[config.mk]
export PLATFORM = sky130hd
export DESIGN_NAME = uet_outq
export DESIGN_NICKNAME = d
export VERILOG_FILES = /design/src/hw/rtl/uet_pkg.sv /design/src/hw/rtl/uet_outq.sv
export SDC_FILE = /design/constraint.sdc
export NUM_CORES = 1
export LEC_CHECK = 0
export BUFFER_PORTS_ARGS = -buffer_cell sky130_fd_sc_hd__buf_2
export CAP_MARGIN = 10
export CORE_MARGIN = 2
export CORE_UTILIZATION = 40
export CTS_CLUSTER_SIZE = 12
export DETAILED_ROUTE_END_ITERATION = 16
export PLACE_DENSITY = 0.71
export RECOVER_POWER = 100
export SLEW_MARGIN = 30
export SYNTH_ARGS = -nofsm -noshare
export SYNTH_HDL_FRONTEND = slang
export SYNTH_SLANG_ARGS = --single-unit
[constraint.sdc]
create_clock -name clk -period 2.2 [get_ports clk]
set_input_delay 0.11 -clock clk [delete_from_list [all_inputs] [get_ports clk]]
set_output_delay 0.11 -clock clk [all_outputs]
set_load 0.01 [all_outputs]
[src/hw/rtl/uet_pkg.sv]
package uet_pkg;

	localparam int MAX_VERTICES = 64;
	localparam int VW = $clog2(MAX_VERTICES);
	localparam int VCW = $clog2(MAX_VERTICES + 1);
	localparam int ECW = 12;

	localparam logic [2:0] MODE_CONNECT    = 3'd0;
	localparam logic [2:0] MODE_DISCONNECT = 3'd1;
	localparam logic [2:0] MODE_QUERY      = 3'd2;
	localparam logic [2:0] MODE_NEIGHBOURS = 3'd3;
	localparam logic [2:0] MODE_VERTICES   = 3'd4;
	localparam logic [2:0] MODE_EDGES_FROM = 3'd5;

	typedef logic [MAX_VERTICES-1:0] row_t;

	typedef enum logic [2:0] {
		OP_CONNECT,
		OP_DISCONNECT,
		OP_QUERY,
		OP_NEIGHBOURS,
		OP_VERTICES,
		OP_EDGES_FROM,
		OP_NONE
	} op_t;

	typedef struct packed {
		op_t           op;
		logic [VW-1:0] a;
		logic [VW-1:0] b;
	} cmd_t;

	typedef struct packed {
		logic           adjacent;
		logic           changed;
		logic [VCW-1:0] vertices_in_use;
		logic [ECW-1:0] edges_in_use;
		logic [VW-1:0]  listed_vertex;
		logic           item_valid;
		logic           last;
	} res_t;

	function automatic op_t classify(logic [2:0] mode);
		op_t op;
		case (mode)
			MODE_CONNECT:    op = OP_CONNECT;
			MODE_DISCONNECT: op = OP_DISCONNECT;
			MODE_QUERY:      op = OP_QUERY;
			MODE_NEIGHBOURS: op = OP_NEIGHBOURS;
			MODE_VERTICES:   op = OP_VERTICES;
			MODE_EDGES_FROM: op = OP_EDGES_FROM;
			default:         op = OP_NONE;
		endcase
		return op;
	endfunction

	// index of the lowest set bit; 0 for an all-zero row
	function automatic logic [VW-1:0] lsb_index(row_t x);
		row_t          iso;
		logic [VW-1:0] idx;
		iso = x & (~x + row_t'(1));
		idx = '0;
		for (int i = 0; i < MAX_VERTICES; i++) begin
			if (iso[i]) begin
				idx = idx | VW'(i);
			end
		end
		return idx;
	endfunction

endpackage

[src/hw/rtl/uet_outq.sv]
module uet_outq (
	input  logic          clk,
	input  logic          arst_n,
	input  logic          res_push,
	input  uet_pkg::res_t res,
	output logic          res_full,
	input  logic          pop,
	output logic          empty,
	output uet_pkg::res_t head
);

	uet_pkg::res_t slot_q [2];
	logic          wr_ptr_q;
	logic          rd_ptr_q;
	logic [1:0]    count_q;
	logic          do_pop;

	assign res_full = (count_q == 2'd2);
	assign empty    = (count_q == 2'd0);
	assign head     = slot_q[rd_ptr_q];
	assign do_pop   = pop && !empty;

	always_ff @(posedge clk) begin
		if (res_push) begin
			slot_q[wr_ptr_q] <= res;
		end
	end

	always_ff @(posedge clk or negedge arst_n) begin
		if (!arst_n) begin
			wr_ptr_q <= 1'b0;
			rd_ptr_q <= 1'b0;
			count_q  <= 2'd0;
		end else begin
			if (res_push) begin
				wr_ptr_q <= !wr_ptr_q;
			end
			if (do_pop) begin
				rd_ptr_q <= !rd_ptr_q;
			end
			case ({res_push, do_pop})
				2'b10:   count_q <= count_q + 2'd1;
				2'b01:   count_q <= count_q - 2'd1;
				default: count_q <= count_q;
			endcase
		end
	end

endmodule

=== Yosys cells after proc, flatten, opt, wreduce, memory -nomap -nowiden ===
Memory sizes are Yosys's and may differ from the RTL's.
Cells that the tools add are included.

* Memory bits (writable): 58
* Output and inout port bits: 31
* Register bits: 4
* Bits of input ports: 33
* Memories kept: 1
* Logic and storage cells: 18

* Equality and inequality tests: 3
* Multiplexer cells: 3
* Add/sub/neg operators: 2
* Reductions and logical operators: 6

{| class="wikitable"
|+ Memory list
! memory !! words !! width !! rd ports !! clocked after memory_dff !! write ports !! line !! RTL
|-
| slot_q || 2 || 29 || 1 || 0 || 1 || uet_outq.sv:12 || <nowiki>uet_pkg::res_t slot_q [2];</nowiki>
|}

{| class="wikitable"
|+ Operator list
! operator !! count
|-
| $eq A2 B2 Y1 const B || 2
|-
| $pmux W2 S2 || 1
|-
| $logic_not A1 Y1 || 3
|-
| $add A2 B1 Y2 const B || 1
|-
| $eq A2 B1 Y1 const B || 1
|-
| $logic_not A2 Y1 || 1
|-
| $mux W1 || 2
|-
| $reduce_bool A2 Y1 || 1
|-
| $sub A2 B1 Y2 const B || 1
|-
| $logic_and A1 B1 Y1 || 1
|}

=== Depth between registers and ports, before layout ===
* Depth in word-level cells: 5
* Depth in mapped cells: 6

=== Worst setup path after synthesis ===
Ideal clock, no wire load.

* Path kind: register to register
* Start point: register wr_ptr_q
* End point: memory slot_q[0][0] (netlist name), enable pin
* Buffers on the path: 0
* Required time: 1785 ps
* Path slack: 149 ps
* Cell stages (with the launch flop): 2
* Data arrival time: 1635 ps
* Path through: dfrtp_1 > nor2_1

{| class="wikitable"
|+ RTL lines
! what !! line !! RTL
|-
| from (decl) || uet_outq.sv:13 || <nowiki>logic wr_ptr_q;</nowiki>
|-
| from (signal assigned) || uet_outq.sv:36 || <nowiki>wr_ptr_q <= !wr_ptr_q;</nowiki>
|-
| to (decl) || uet_outq.sv:12 ||
|}

No word-level cell before the write port.

==> results.rst <==
.. list-table::
   :header-rows: 1

   * - Metric
     - Value
   * - Run status
     - finished clean
   * - Count of clock tree sinks
     - 62
   * - Minimum setup slack in the final design
     - 0.374 ns
   * - Insertion delay of the later-clocked pin in the worst-skew pair
     - 0.33 ns
   * - Part of the power in registers
     - 47.1%
   * - Post-detailed-placement cell area
     - 2710 um2
   * - Period utilisation layout
     - 83.0%
   * - Clock root cell
     - sky130_fd_sc_hd__clkbuf_8
   * - Internal
     - 2.56 mW
   * - Total gr overflow
     - 0
   * - Capture point of the critical path
     - head[11]
   * - Syn Nets
     - 141
   * - Total Routed Length
     - 4.25 mm
   * - Proportion of synthesized chip area in sequential cells
     - 80.2%
   * - Area of combinational cells with multiple inputs
     - 418 um2
   * - Net Switching
     - 1.05 mW
   * - Fill cell total of the finished layout
     - 468
   * - Share of layout cells above drive strength 1
     - 24.1%
   * - Total standard cell area after synthesis
     - 2300 um2
   * - Part of the total power dissipated in combinational logic
     - 27.9%
   * - Vias in the first global route
     - 1351
   * - Buffer count from post-CTS setup fixing
     - 0
   * - Tightest slew margin relative to the limit
     - 48.4%
   * - Worst Reg-to-Reg Cells
     - 2
   * - Sw frac
     - 29.1%
   * - Final Critical Period
     - 1.83 ns
   * - Start of the worst register-to-register path
     - wr_ptr_q
   * - FF+latch count, synth
     - 62
   * - Leak
     - 1.08 nW
   * - Number of setup violations in the final report
     - 0
   * - Via Count
     - 1283
   * - Library cells used by synthesis
     - 12
   * - Initial antenna violation count
     - 0
   * - Remaining antenna violation count
     - 0
   * - Relative contribution of the clock network to total power
     - 25.0%
   * - Clock transition at path regs
     - 0.06 ns
   * - Worst reg2reg path endpoint
     - slot_q[1][1]
   * - Detailed-routing iteration count for the pre-antenna-repair pass
     - 4
   * - FF-to-FF setup slack
     - 0.66 ns
   * - Total I/O pin count
     - 64
   * - Area of the core
     - 5540 um2
   * - Floorplan die width
     - 79.8 um
   * - Worst setup path start
     - rd_ptr_q
   * - Pwr/cell area
     - 1160 nW/um2
   * - Setup repair after global routing missed its margin
     - false
   * - Worst hold path class
     - in -> async
   * - Starting density of the core
     - 41.5%
   * - Actual slew at the worst max-slew pin
     - 0.774 ns
   * - Drc violations
     - 0
   * - Layout net count
     - 246
   * - Post-detailed-placement half-perimeter wirelength
     - 2.61 mm
   * - Die Y-Extent
     - 79.8 um
   * - Most common cell after layout, fill and taps aside
     - sky130_fd_sc_hd__clkbuf_1
   * - Via/cell ratio
     - 4.45
   * - Fin. max-slew vios
     - 0
   * - Endpoint arrival time on the critical path
     - 1.72 ns
   * - F_max
     - 548 MHz
   * - Number of synthesis warnings
     - 0
   * - Full die area
     - 6360 um2
   * - Clock buffer count from CTS
     - 9
   * - Critical path endpoint category
     - output port
   * - Syn-to-layout area delta
     - 35.5%
   * - Mean area per synthesized cell
     - 21.5 um2
   * - Count of input and output buffers
     - 63
   * - Max FO, Critical Path
     - 20
   * - WS Path Type
     - reg -> out
   * - Hold violation total from the final report
     - 0
   * - Leading cell types in the layout, fill and taps excluded
     - sky130_fd_sc_hd__clkbuf_1, sky130_fd_sc_hd__edfxtp_1, sky130_fd_sc_hd__dlygate4sd3_1, sky130_fd_sc_hd__mux2_2, sky130_fd_sc_hd__clkbuf_8
   * - Largest clock skew in the final design
     - 0.00496 ns
   * - Maximum number of pins on one net before global-route repair
     - 30
   * - CTS tree
     - done
   * - Maximum VDD drop
     - 0.538 mV
   * - Critical path startpoint category
     - flip-flop
   * - Average routed wire per standard cell
     - 14.8 um
   * - FF+latch area
     - 1840 um2
   * - Fin Setup TNS
     - 0 ns
   * - Placer's final routability congestion estimate
     - 0.766
   * - Post-Synthesis Cells
     - 107
   * - GRT Util Overall
     - 13.9%
   * - Max-capacitance violation count
     - 0
   * - Clock buffer depth
     - 2
   * - Row Count
     - 27
   * - Final cell area excluding filler cells
     - 3110 um2
   * - Data required time at the worst endpoint
     - 2.09 ns
   * - Total number of H-tree levels
     - 3
   * - DRT iter0 DRCs
     - 42
   * - Wire length of the first global-routing pass
     - 6.12 mm
   * - Inserted Diodes
     - 0
   * - Post-placement worst setup slack
     - 0.695 ns
## cell families after synthesis
family	share of synthesized area (%)
flops	80.2
mux	14.2
simple gates	1.53
xor+xnor	1.91
buf+inv	1.63
fa+ha+maj	0.545
## synth_stat cells
| library cell | number | area [um2] |
|---|---|---|
| sky130_fd_sc_hd__nor2_1 | 3 | 11.3 |
| sky130_fd_sc_hd__xnor2_1 | 2 | 17.5 |
| sky130_fd_sc_hd__mux2_2 | 29 | 327 |
| sky130_fd_sc_hd__buf_6 | 3 | 33.8 |
| sky130_fd_sc_hd__dfrtp_1 | 4 | 100 |
| sky130_fd_sc_hd__edfxtp_1 | 58 | 1740 |
| sky130_fd_sc_hd__and2_1 | 1 | 6.26 |
| sky130_fd_sc_hd__nor2b_2 | 1 | 8.76 |
| sky130_fd_sc_hd__and2b_2 | 1 | 8.76 |
| sky130_fd_sc_hd__ha_1 | 1 | 12.5 |
| sky130_fd_sc_hd__inv_1 | 1 | 3.75 |
| sky130_fd_sc_hd__xor2_1 | 3 | 26.3 |
## per-stage QoR
step / power [mW] / instances / util, % / hold WS (ns)
after detailed placement: 2.77 / 242 / 48.8 / -0.0809
after global routing: 3.80 / 288 / 56.2 / 0.161
after floorplan: 2.39 / 107 / - / -0.186
final: 3.61 / 288 / 56.2 / 0.134
after global placement: 2.73 / 242 / 48.8 / -0.0827
after CTS: 3.72 / 288 / 57.7 / 0.0979
## layer usage
layer	GRT usage [%]	part of all wire [%]	vias up
met1	14.5	40	592
met4	10.8	3.8	0
met3	4.07	6.0	16
met5	0	0	-
met2	23.5	50	53
li1	-	-	622
## how the worst min path moves through the flow
stage	from	end	slack [ns]	depth (start not counted)
after floorplan	arst_n	count_q[0]	-0.19	0
after global placement	arst_n	count_q[1]	-0.08	1
after detailed placement	arst_n	count_q[0]	-0.08	1
after CTS	arst_n	count_q[0]	0.1	2
after global routing	arst_n	count_q[0]	0.16	2
final	arst_n	wr_ptr_q	0.13	2
## cell type report
cell class / count / share of cell area (%)
Clock buffer: 9 / 3.98
Tap cell: 72 / 2.89
Sequential cell: 62 / 59.2
Inverter: 1 / 0.121
Clock inverter: 6 / 1.73
Timing Repair Buffer: 97 / 18.7
Multi-Input combinational cell: 41 / 13.4
## power groups by stage
stage / Sequential (mW) / Clock, mW / Combinational, mW
CTS: 1.70 / 0.923 / 1.10
global placement: 1.70 / 0 / 1.03
finish: 1.70 / 0.904 / 1.01
floorplan: 1.66 / 0 / 0.724
detailed placement: 1.72 / 0 / 1.05
global route: 1.72 / 0.970 / 1.10
## critical path, stage by stage (launching register included)
cell                       delay (ns)
sky130_fd_sc_hd__dfrtp_1         0.66
sky130_fd_sc_hd__buf_12          0.23
sky130_fd_sc_hd__mux2_2          0.35
sky130_fd_sc_hd__clkbuf_1        0.14
## repair_timing
item	4_1_cts	5_1_grt
endpoints found under the hold margin	63	0
gates resized for setup	0	0
hold buffers	31	0
## flip-flops by register name, indices dropped and copies added (netlist names)
register  count
count_q       2
rd_ptr_q      1
slot_q       58
wr_ptr_q      1
(Power assumes the default switching activity.)
