[src/hw/rtl/uet_pkg.sv]
package uet_pkg;

	localparam int MAX_VERTICES = 64;
	localparam int VW = $clog2(MAX_VERTICES);
	localparam int VCW = $clog2(MAX_VERTICES + 1);
	localparam int ECW = 12;

	localparam logic [2:0] MODE_CONNECT    = 3'd0;
	localparam logic [2:0] MODE_DISCONNECT = 3'd1;
	localparam logic [2:0] MODE_QUERY      = 3'd2;
	localparam logic [2:0] MODE_NEIGHBOURS = 3'd3;
	localparam logic [2:0] MODE_VERTICES   = 3'd4;
	localparam logic [2:0] MODE_EDGES_FROM = 3'd5;

	typedef logic [MAX_VERTICES-1:0] row_t;

	typedef enum logic [2:0] {
		OP_CONNECT,
		OP_DISCONNECT,
		OP_QUERY,
		OP_NEIGHBOURS,
		OP_VERTICES,
		OP_EDGES_FROM,
		OP_NONE
	} op_t;

	typedef struct packed {
		op_t           op;
		logic [VW-1:0] a;
		logic [VW-1:0] b;
	} cmd_t;

	typedef struct packed {
		logic           adjacent;
		logic           changed;
		logic [VCW-1:0] vertices_in_use;
		logic [ECW-1:0] edges_in_use;
		logic [VW-1:0]  listed_vertex;
		logic           item_valid;
		logic           last;
	} res_t;

	function automatic op_t classify(logic [2:0] mode);
		op_t op;
		case (mode)
			MODE_CONNECT:    op = OP_CONNECT;
			MODE_DISCONNECT: op = OP_DISCONNECT;
			MODE_QUERY:      op = OP_QUERY;
			MODE_NEIGHBOURS: op = OP_NEIGHBOURS;
			MODE_VERTICES:   op = OP_VERTICES;
			MODE_EDGES_FROM: op = OP_EDGES_FROM;
			default:         op = OP_NONE;
		endcase
		return op;
	endfunction

	// index of the lowest set bit; 0 for an all-zero row
	function automatic logic [VW-1:0] lsb_index(row_t x);
		row_t          iso;
		logic [VW-1:0] idx;
		iso = x & (~x + row_t'(1));
		idx = '0;
		for (int i = 0; i < MAX_VERTICES; i++) begin
			if (iso[i]) begin
				idx = idx | VW'(i);
			end
		end
		return idx;
	endfunction

endpackage

[src/hw/rtl/uet_front.sv]
module uet_front (
	input  logic                    clk,
	input  logic                    arst_n,
	input  logic [2:0]              mode,
	input  logic [uet_pkg::VW-1:0]  vertex_a,
	input  logic [uet_pkg::VW-1:0]  vertex_b,
	input  logic                    push,
	output logic                    full,
	output uet_pkg::cmd_t           cmd,
	output logic                    cmd_valid,
	input  logic                    cmd_take
);

	uet_pkg::cmd_t slot_q [2];
	logic          wr_ptr_q;
	logic          rd_ptr_q;
	logic [1:0]    count_q;
	logic          do_push;

	assign full      = (count_q == 2'd2);
	assign cmd_valid = (count_q != 2'd0);
	assign cmd       = slot_q[rd_ptr_q];
	assign do_push   = push && !full;

	always_ff @(posedge clk) begin
		if (do_push) begin
			slot_q[wr_ptr_q] <= '{op: uet_pkg::classify(mode), a: vertex_a, b: vertex_b};
		end
	end

	always_ff @(posedge clk or negedge arst_n) begin
		if (!arst_n) begin
			wr_ptr_q <= 1'b0;
			rd_ptr_q <= 1'b0;
			count_q  <= 2'd0;
		end else begin
			if (do_push) begin
				wr_ptr_q <= !wr_ptr_q;
			end
			if (cmd_take) begin
				rd_ptr_q <= !rd_ptr_q;
			end
			case ({do_push, cmd_take})
				2'b10:   count_q <= count_q + 2'd1;
				2'b01:   count_q <= count_q - 2'd1;
				default: count_q <= count_q;
			endcase
		end
	end

endmodule

[config.mk]
export PLATFORM = sky130hd
export DESIGN_NAME = uet_front
export DESIGN_NICKNAME = d
export VERILOG_FILES = /design/src/hw/rtl/uet_pkg.sv /design/src/hw/rtl/uet_front.sv
export SDC_FILE = /design/constraint.sdc
export NUM_CORES = 1
export LEC_CHECK = 0
export BUFFER_PORTS_ARGS = -buffer_cell sky130_fd_sc_hd__buf_4
export CORE_UTILIZATION = 54
export DETAILED_ROUTE_END_ITERATION = 10
export PLACE_DENSITY = 0.82
export SYNTH_ARGS = -nofsm -noshare
export SYNTH_HDL_FRONTEND = slang
export SYNTH_SLANG_ARGS = --single-unit
export TNS_END_PERCENT = 50
[constraint.sdc]
create_clock -name clk -period 5.2 [get_ports clk]
set_input_delay 1.04 -clock clk [delete_from_list [all_inputs] [get_ports clk]]
set_output_delay 1.04 -clock clk [all_outputs]
set_load 0.02 [all_outputs]
# Yosys cells after proc, flatten, opt, wreduce, memory -nomap -nowiden
# Memory sizes are Yosys's and may differ from the RTL's.
# Index checks and enable logic that the tools add are counted.
[op_classes]
addsub = 2
eq_ne = 8
muxes = 5
n_reduce_logical = 7
[op_table]
columns = ["cell", "n"]
rows = [
  ["case mux 3 bit (6 select lines)", 1],
  ["== test 3 x 2 -> 1 bit, second input constant", 2],
  ["== test 3 bit, second input constant", 2],
  ["== test 2 bit, second input constant", 2],
  ["case mux 2 bit (2 select lines)", 1],
  ["nonzero test 2 bit", 2],
  ["== test 3 x 1 -> 1 bit, second input constant", 1],
  ["zero test 1 bit", 3],
  ["zero test 3 bit", 1],
  ["two-way mux 3 bit", 1],
  ["adder 2 x 1 -> 2 bit, second input constant", 1],
  ["== test 2 x 1 -> 1 bit, second input constant", 1],
  ["two-way mux 1 bit", 2],
  ["subtractor 2 x 1 -> 2 bit, second input constant", 1],
  ["logical AND 1 bit", 1],
]
[word_totals]
register_bits = 4
ram_bits = 30
inputBits = 19
out_inout_bits = 17
word_cells = 26
mem_count = 1
[mem_list]
columns = ["memory", "words", "width", "rd", "rd_clocked_by_memory_dff", "wr", "line_no", "source"]
rows = [
  ["slot_q", 2, 15, 1, 0, 1, "uet_front.sv:14", "uet_pkg::cmd_t slot_q [2];"],
]

# Longest topological paths before layout
# Gate-level depths: netlist of run 1.
[depth]
ltp_word = 5
mapped_depth = 6
ltp_nobuf = 6

# Least setup slack after synthesis of run 1
# No wires, ideal clock.
[synth_path]
path_type = "input-to-reg"
start = "in push"
end = "mem slot_q[0][0] (netlist name) (enable)"
setup_time_ns = 0.386
arrival_time_ns = 1.786
required_time_ns = 4.814
setup_slack_ns = 3.027
cell_stages = 2
n_path_buf = 0
path_cell_list = "nand2_1 > nor2_1"
[synth_via]
elab_chain_len = 3
[synth_rtl]
columns = ["item", "line_no", "source"]
rows = [
  ["start: declaration", "uet_front.sv:7", "input logic push,"],
  ["logical AND 1 bit", "uet_front.sv:23", "assign do_push = push && !full;"],
  ["two-way mux 1 bit", "uet_front.sv:26", "if (do_push) begin"],
  ["two-way mux 1 bit (implied by the code)", "uet_front.sv:27", "slot_q[wr_ptr_q] <= '{op: uet_pkg::classify(mode), a: vertex_a, b: vertex_b};"],
  ["end: declaration", "uet_front.sv:14", ""],
]
# No other way between the ends.

==> results of run 1 <==
## cell usage in the layout (no fill, tap or decap)
cell type | Yosys | layout
nand2b_1 | 1 | 1
or2_2 | 1 | 1
nand2_1 | 1 | 1
xnor2_1 | 3 | 3
ha_1 | 1 | 1
nor2_1 | 2 | 2
clkbuf_1 | 2 | 1
mux2_2 | 6 | 6
edfxtp_1 | 30 | 30
a21boi_0 | 1 | 1
xor2_1 | 2 | 2
inv_1 | 1 | 1
clkbuf_4 | 0 | 5
dfrtp_1 | 4 | 4
mux2_4 | 9 | 9
and3_1 | 1 | 1
buf_4 | 0 | 36
clkbuf_8 | 0 | 1
## where the power goes
part	internal, µW	switching, µW
Clock	63.8	75.4
Sequential	377	51.1
Combinational	185	163
Total	626	289
## final timing paths
| check | start | endpoint | slack [ns] | depth (start not counted) |
|---|---|---|---|---|
| setup / recovery | rd_ptr_q | cmd[3] | 2.42 | 2 |
| hold / removal | arst_n | count_q[0] | 0.50 | 1 |
| setup reg to reg | count_q[0] | slot_q[0][11] | 3.44 | 4 |
| hold reg to reg | count_q[1] | count_q[1] | 0.50 | 1 |
| max in group asynchronous | arst_n | rd_ptr_q | 4.59 | 1 |
| min in group clk | count_q[1] | count_q[1] | 0.50 | 1 |
## metrics by stage
step                      instances  utilization  setup slack, ns  area (µm²)  power [µW]
final                           134        0.730             2.42        1660         915
after detailed placement        127        0.706             2.73        1610         789
after global placement          127        0.706             2.72        1610         781
after global routing            134        0.730             2.30        1660         968
after floorplan                  67            -             3.03        1340         680
after CTS                       134        0.730             2.37        1660         928
## state kept, by name, summed over array words and instances (netlist names)
name / count
slot_q: 30
count_q: 2
rd_ptr_q: 1
wr_ptr_q: 1
## cells by family (layout without fill, tap and decap cells)
logic type / count (synthesis) / count (layout) / share of synthesized area
flops: 34 / 34 / 0.747
mux: 15 / 15 / 0.151
simple gates: 6 / 6 / 0.0224
xor+xnor: 5 / 5 / 0.0327
buf+inv: 5 / 44 / 0.0317
fa+ha+maj: 1 / 1 / 0.00934
compound gates: 1 / 1 / 0.00560
## layout make-up
class	instances	area [µm²]
sequential	34	1000
inverter	1	3.75
fill	135	614
multi-input combinational	28	297
tap	28	35.0
timing repair buffer	36	270
clock buffer	7	55.1
## critical path, stage by stage (launching register included)
cell and delay [ns]:
dfrtp_1 0.86, mux2_2 0.41, buf_4 0.16
## metal layers
| metal | GRT usage | wire length (µm) | vias up |
|---|---|---|---|
| met2 | 0.268 | 974 | 24 |
| met4 | 0.108 | 40 | 0 |
| met1 | 0.179 | 664 | 321 |
| met5 | 0 | 0 | - |
| met3 | 0.0556 | 101 | 5 |
| li1 | - | - | 326 |
==> impl_metrics.yaml, run 1 <==
run_status:
  status: "finished clean"
floorplanning:
  dieArea_um2: 2680
  fp.dieW_um: 51.8
  coreArea_um2: 2280
  initial_utilization: 0.589
  rows: 17
  die_h_um: 51.8
  top_level_ports: 36
global_route:
  grt_overflow: 0
  antenna_found_initial: 0
  grt_pass1_wl_mm: 2.89
  grt_pass1_vias: 668
  grt_start_max_net_pins: 17
  grt_usage: 0.164
clocking:
  ctsHoldBuffers: 0
  htreeDepth: 2
  root_buffer: "clkbuf_4"
  numCtsBuffers: 5
  cts_setup_buffers: 0
  clk_pin_slew_ns: 0.09
  cts_sinks: 34
  clkLatencyLatePin_ns: 0.32
  cts_resized: 0
  cts.path.max_buffers: 2
  cts_tree: "built"
detailed_routing:
  drt_first_pass_iters: 2
  drc: 0
  first_iter_violations: 3
  post_drt_via_cell_ratio: 5.04
  num_vias: 676
  final_antenna_net_count: 0
  drt_wl_total_mm: 1.78
  post_drt_wl_per_cell_um: 13.3
sta:
  setup_tns_ns: 0
  slew_headroom: 0.481
  rsz0062_at_grt: "no"
  worst_pin_slew_ns: 0.778
  post-route-min-period_ns: 2.78
  holdWs_ns: 0.495
  max_freq_mhz: 360
  slew_violations: 0
  skew_ns: 0.0106
  final_hold_viol_count: 0
  min_period_over_period: 0.535
  setup_viol: 0
synthesis:
  ys_seq_area_frac: 0.747
  avgSynthCellArea_um2: 20.0
  yosys_warnings: 0
  synthTopCellsByArea: "edfxtp_1, mux2_4, dfrtp_1"
  synth_top_area_cell: "edfxtp_1"
  yosysMostFrequentCell: "edfxtp_1"
  synthArstFlopShare: 0.118
  syn_nets: 87
  synth_cell_type_count: 17
  synth_top_area_frac: 0.672
  synth_flop_cell: "edfxtp_1"
  synth-edff-count: 30
  netlist_area_um2: 1340
  synthTopCellsByCount: "edfxtp_1, mux2_4, mux2_2"
  netlist_instances: 67
  ys_ff_latch: 34
setup_path:
  crit_required_ns: 4.16
  arrival_ns: 1.74
  worstPathMaxFanout: 16
  cp-end-kind: "output port"
  critPathLaunchType: "flop"
  crit_type: "reg -> out"
cells_and_area:
  nets: 126
  drive_gt1_frac: 0.547
  syn_to_final_growth_pct: 24.0
  diodes: 0
pwr:
  p_leak_uw: 0.000678
  p_per_area_nw_per_um2: 551
  ir_drop_v: 0.000375
hold_path:
  hold_path_class: "in -> async"
placement:
  place_hpwl_mm: 1.26
  gp_congestion: 0.603
  portBuffers: 35
run:
  drv_cap: 0
Power figures use the tool's default switching activity.
==> run 2, diff against run 1 <==
--- a/config.mk
+++ b/config.mk
@@ -6,9 +6,9 @@
 export NUM_CORES = 1
 export LEC_CHECK = 0
 export BUFFER_PORTS_ARGS = -buffer_cell sky130_fd_sc_hd__buf_4
-export CORE_UTILIZATION = 54
+export CORE_UTILIZATION = 45
 export DETAILED_ROUTE_END_ITERATION = 10
-export PLACE_DENSITY = 0.82
+export PLACE_DENSITY = 0.73
 export SYNTH_ARGS = -nofsm -noshare
 export SYNTH_HDL_FRONTEND = slang
 export SYNTH_SLANG_ARGS = --single-unit
==> constraint.sdc (replaced) <==
create_clock -name clk -period 2.35 [get_ports clk]
set_input_delay 0.47 -clock clk [delete_from_list [all_inputs] [get_ports clk]]
set_output_delay 0.47 -clock clk [all_outputs]
set_load 0.02 [all_outputs]
==> run 2 against run 1 <==
Worst hold slack got worse by 0.17 ns. Register-to-register slack got worse by 2.7 ns. Largest power group unchanged. Clock-buffer cell count fell by 1. Flip-flop and latch count did not move. Highest routed layer unchanged. Clock skew fell by 0.0024 ns. Cell count rose by 5.2%.
==> impl_metrics.yaml, run 2 (synthesis results as in run 1) <==
run_status:
  status: "finished clean"
hold_path:
  hold_path_class: "in -> reg"
  min-delay-start: "cmd_take"
  holdPathEnd: "rd_ptr_q"
  min_path_cells: 2
clocking:
  cts_tree: "built"
  cts_sinks: 34
  htreeDepth: 2
  cts.path.max_buffers: 2
  clk_pin_slew_ns: 0.09
  clkLatencyLatePin_ns: 0.32
  numCtsBuffers: 5
  ctsHoldBuffers: 1
  root_buffer: "clkbuf_4"
  cts_resized: 0
  cts_setup_buffers: 0
floorplanning:
  coreArea_um2: 2780
  top_level_ports: 36
  die_h_um: 56.6
  initial_utilization: 0.482
  dieArea_um2: 3200
  fp.dieW_um: 56.6
  rows: 19
sta:
  post-route-min-period_ns: 1.92
  min_period_over_period: 0.819
  setup_viol: 0
  final_hold_viol_count: 0
  rsz0062_at_grt: "no"
  slew_headroom: 0.544
  skew_ns: 0.00824
  setup_tns_ns: 0
  max_freq_mhz: 520
  worst_pin_slew_ns: 0.684
  setup_ws_ns: 0.425
  slew_violations: 0
  holdWs_ns: 0.323
pwr:
  power.internal_uw: 1370
  p_per_area_nw_per_um2: 1200
  p_comb_frac: 0.421
  seqPwrFrac: 0.438
  ir_drop_v: 0.000913
  p_leak_uw: 0.000691
  switching_power_uw: 653
  p_sw_frac: 0.322
  power_frac_clock: 0.141
cells_and_area:
  nets: 129
  regMostFlops: "slot_q"
  nFillCells: 225
  mostFrequentLayoutCell: "buf_4"
  drive_gt1_frac: 0.545
  final_core_util: 0.606
  syn_to_final_growth_pct: 25.8
  reg_top3: "slot_q: 30 flops, count_q: 2 flops"
  diodes: 0
  final_cell_mix: "buf_4, edfxtp_1, mux2_4"
  final_cells: 141
  largest_reg_flops: 30
placement:
  dp.cells: 132
  pre_cts_slack_ns: 0.759
  gp_congestion: 0.612
  portBuffers: 35
  place_hpwl_mm: 1.32
setup_path:
  rr_worst_depth: 2
  r2r-start: "count_q[0]"
  r2r_end: "slot_q[1][10]"
  crit_type: "reg -> out"
  cp-end-kind: "output port"
  crit_required_ns: 1.88
  rrSetupSlack_ns: 0.78
  arrival_ns: 1.45
  critPathLaunchType: "flop"
  worstPathMaxFanout: 16
global_route:
  grt_pass1_vias: 723
  grt_pass1_wl_mm: 3.09
  antenna_found_initial: 0
  grt_overflow: 0
  grt_start_max_net_pins: 17
  grt_usage: 0.135
detailed_routing:
  first_iter_violations: 6
  drc: 0
  post_drt_wl_per_cell_um: 13.1
  num_vias: 701
  drt_wl_total_mm: 1.85
  post_drt_via_cell_ratio: 4.97
  drt_first_pass_iters: 4
  final_antenna_net_count: 0
run:
  drv_cap: 0
[run 2: cell types whose count changed in the layout (fill, tap and decap cells not counted)]
cell,delta
clkbuf_8,-1
buf_4,+2
clkinv_2,+1
dlygate4sd3_1,+1
clkinv_1,+1
[run 2: layout make-up]
class,instances,area [µm²],share of cell area
multi-input cells,28,297,0.176
inverters,1,3.75,0.00223
well taps,31,38.8,0.0230
clock inverters,2,8.76,0.00520
repair buffers,39,295,0.175
flip-flops and latches,34,1000,0.594
clock buffers,6,41.3,0.0245
[run 2: worst max-delay path by stage]
| stage | cells past startpoint | end | start |
|---|---|---|---|
| 6_report | 3 | cmd[14] | rd_ptr_q |
| 5_1_grt | 3 | cmd[3] | rd_ptr_q |
| 4_1_cts | 3 | cmd[14] | rd_ptr_q |
| 3_5_place_dp | 2 | slot_q[1][13] | count_q[0] |
| 3_3_place_gp | 2 | slot_q[1][13] | count_q[0] |
| 2_1_floorplan | 3 | slot_q[0][0] | count_q[0] |
[run 2: power groups by stage]
stage | combinational [µW] | clock, µW | sequential, µW
after floorplan | 615 | 0 | 889
after global placement | 853 | 0 | 895
after detailed placement | 865 | 0 | 902
after CTS | 868 | 300 | 889
after global routing | 911 | 325 | 905
final | 853 | 286 | 886
[run 2: per-layer routing]
layer,GRT usage,up-vias,routed length [µm]
li1,-,337,-
met4,0.0836,0,37
met5,0,-,0
met1,0.147,329,742
met2,0.218,30,924
met3,0.0553,5,149
[run 2: critical path, stage by stage (launching register included)]
cell     delay, ns
dfrtp_1       0.33
buf_4         0.27
mux2_2        0.37
buf_4         0.16
[run 2: metrics by stage]
stage / cell area, µm² / power [µW]
finish: 1690 / 2020
global route: 1690 / 2140
CTS: 1690 / 2060
detailed placement: 1630 / 1770
global placement: 1630 / 1750
floorplan: 1340 / 1500
==> run 3, diff against run 2 <==
--- a/config.mk
+++ b/config.mk
@@ -6,9 +6,9 @@
 export NUM_CORES = 1
 export LEC_CHECK = 0
 export BUFFER_PORTS_ARGS = -buffer_cell sky130_fd_sc_hd__buf_4
-export CORE_UTILIZATION = 45
+export CORE_UTILIZATION = 50
 export DETAILED_ROUTE_END_ITERATION = 10
-export PLACE_DENSITY = 0.73
+export PLACE_DENSITY = 0.76
 export SYNTH_ARGS = -nofsm -noshare
 export SYNTH_HDL_FRONTEND = slang
 export SYNTH_SLANG_ARGS = --single-unit
==> constraint.sdc (replaced) <==
create_clock -name clk -period 1.9 [get_ports clk]
set_input_delay 0.38 -clock clk [delete_from_list [all_inputs] [get_ports clk]]
set_output_delay 0.38 -clock clk [all_outputs]
set_load 0.02 [all_outputs]
==> run 3 against run 2 <==
Non-clock buffer count is the same. Global-route usage grew 4.1 points. Clock-buffer cell count grew 2. Worst setup slack lost 0.35 ns. Clock skew shrank 0.0037 ns. Core utilization grew 6.9 points. Largest cell class unchanged.
==> impl_metrics.yaml, run 3 (synthesis results as in run 1) <==
global_route:
  grt_overflow: 0
  antenna_found_initial: 0
  grt_pass1_wl_mm: 3.15
  grt_start_max_net_pins: 16
  grt_pass1_vias: 708
  grt_usage: 0.176
floorplanning:
  die_h_um: 53.8
  initial_utilization: 0.536
  dieArea_um2: 2890
  rows: 18
  coreArea_um2: 2500
  top_level_ports: 36
  fp.dieW_um: 53.8
detailed_routing:
  num_vias: 697
  drt_first_pass_iters: 4
  post_drt_via_cell_ratio: 4.98
  first_iter_violations: 16
  drt_wl_total_mm: 2.11
  drc: 0
  final_antenna_net_count: 0
  post_drt_wl_per_cell_um: 15.1
placement:
  portBuffers: 35
  dpl_cell_area_um2: 1620
  gp_congestion: 0.624
cells_and_area:
  final_cell_area_um2: 1690
  nets: 129
  largest_reg_flops: 30
  drive_gt1_frac: 0.536
  reg_top3: "slot_q: 30 flops, count_q: 2 flops"
  regMostFlops: "slot_q"
  diodes: 0
  syn_to_final_growth_pct: 25.9
  mostFrequentLayoutCell: "buf_4"
  final_cell_mix: "buf_4, edfxtp_1, mux2_4"
setup_path:
  cp-end-kind: "output port"
  arrival_ns: 1.44
  crit_slowest_cell: "dfrtp_1"
  crit_path_cell_trace: "buf_6 -> mux2_2 -> buf_4"
  crit_required_ns: 1.52
  crit_type: "reg -> out"
  cpPeakStageDelay_ns: 0.39
  critPathLaunchType: "flop"
  worstPathMaxFanout: 15
pwr:
  p_per_area_nw_per_um2: 1500
  ir_drop_v: 0.000913
  p_leak_uw: 0.000689
clocking:
  cts.path.max_buffers: 2
  clkLatencyLatePin_ns: 0.32
  cts_tree: "built"
  root_buffer: "clkbuf_4"
  cts_setup_buffers: 0
  htreeDepth: 2
  cts_sinks: 34
  numCtsBuffers: 5
  clk_pin_slew_ns: 0.09
sta:
  post-route-min-period_ns: 1.82
  slew_violations: 0
  worst_pin_slew_ns: 0.306
  setup_tns_ns: 0
  max_freq_mhz: 549
  slew_headroom: 0.794
  rsz0062_at_grt: "no"
  min_period_over_period: 0.959
  setup_viol: 0
  skew_ns: 0.00453
  final_hold_viol_count: 0
hold_path:
  hold_path_class: "in -> reg"
run_status:
  status: "finished clean"
run:
  drv_cap: 0
==> run 3: critical path, delay by kind of cell, from the launching register on <==
| kind | cells | cell delay, ns |
|---|---|---|
| flops | 1 | 0.39 |
| buf+inv | 2 | 0.38 |
| mux | 1 | 0.36 |
==> run 3: power by group <==
group          switching (µW)  total, µW  internal (µW)
clock                     208        355            147
combinational             534       1070            534
sequential               76.8       1110           1030
total                     819       2530           1710
==> run 3: routing by layer <==
layer  share of wire  track usage  vias to the layer above
li1                -            -                      332
met1            0.39        0.184                      335
met2            0.54        0.284                       23
met3           0.046       0.0593                        7
met4           0.026        0.145                        0
met5               0            0                        -
==> run 3: final timing paths <==
kind | endpoint | slack (ns) | cells past startpoint | from
max | cmd[2] | 0.08 | 3 | rd_ptr_q
min | slot_q[0][4] | 0.24 | 1 | vertex_b[4]
max reg2reg | count_q[1] | 0.50 | 5 | count_q[0]
min reg2reg | wr_ptr_q | 0.50 | 1 | wr_ptr_q
max in group asynchronous | count_q[0] | 1.41 | 2 | arst_n
min in group asynchronous | count_q[1] | 0.38 | 2 | arst_n
==> run 3: repair_timing <==
action                     CTS  global route
gates resized for setup      1             0
hold buffers                 1             0
hold endpoints to repair     4             0
setup endpoints to repair    2             0
==> run 3: layout make-up <==
class / count / area (µm²)
Sequential cell: 34 / 1000
Clock buffer: 8 / 48.8
Multi-Input combinational cell: 28 / 297
Inverter: 1 / 3.75
Fill cell: 183 / 813
Timing Repair Buffer: 39 / 299
Tap cell: 30 / 37.5
==> run 3: per-stage QoR <==
stage	util	std cells	hold WS, ns	total power (µW)	worst slack [ns]
floorplan	-	67	0.0844	1860	0.232
global placement	0.650	131	0.179	2160	0.393
detailed placement	0.650	131	0.184	2200	0.362
CTS	0.675	140	0.219	2570	0.0495
global route	0.675	140	0.208	2670	0.0131
finish	0.675	140	0.238	2530	0.0783
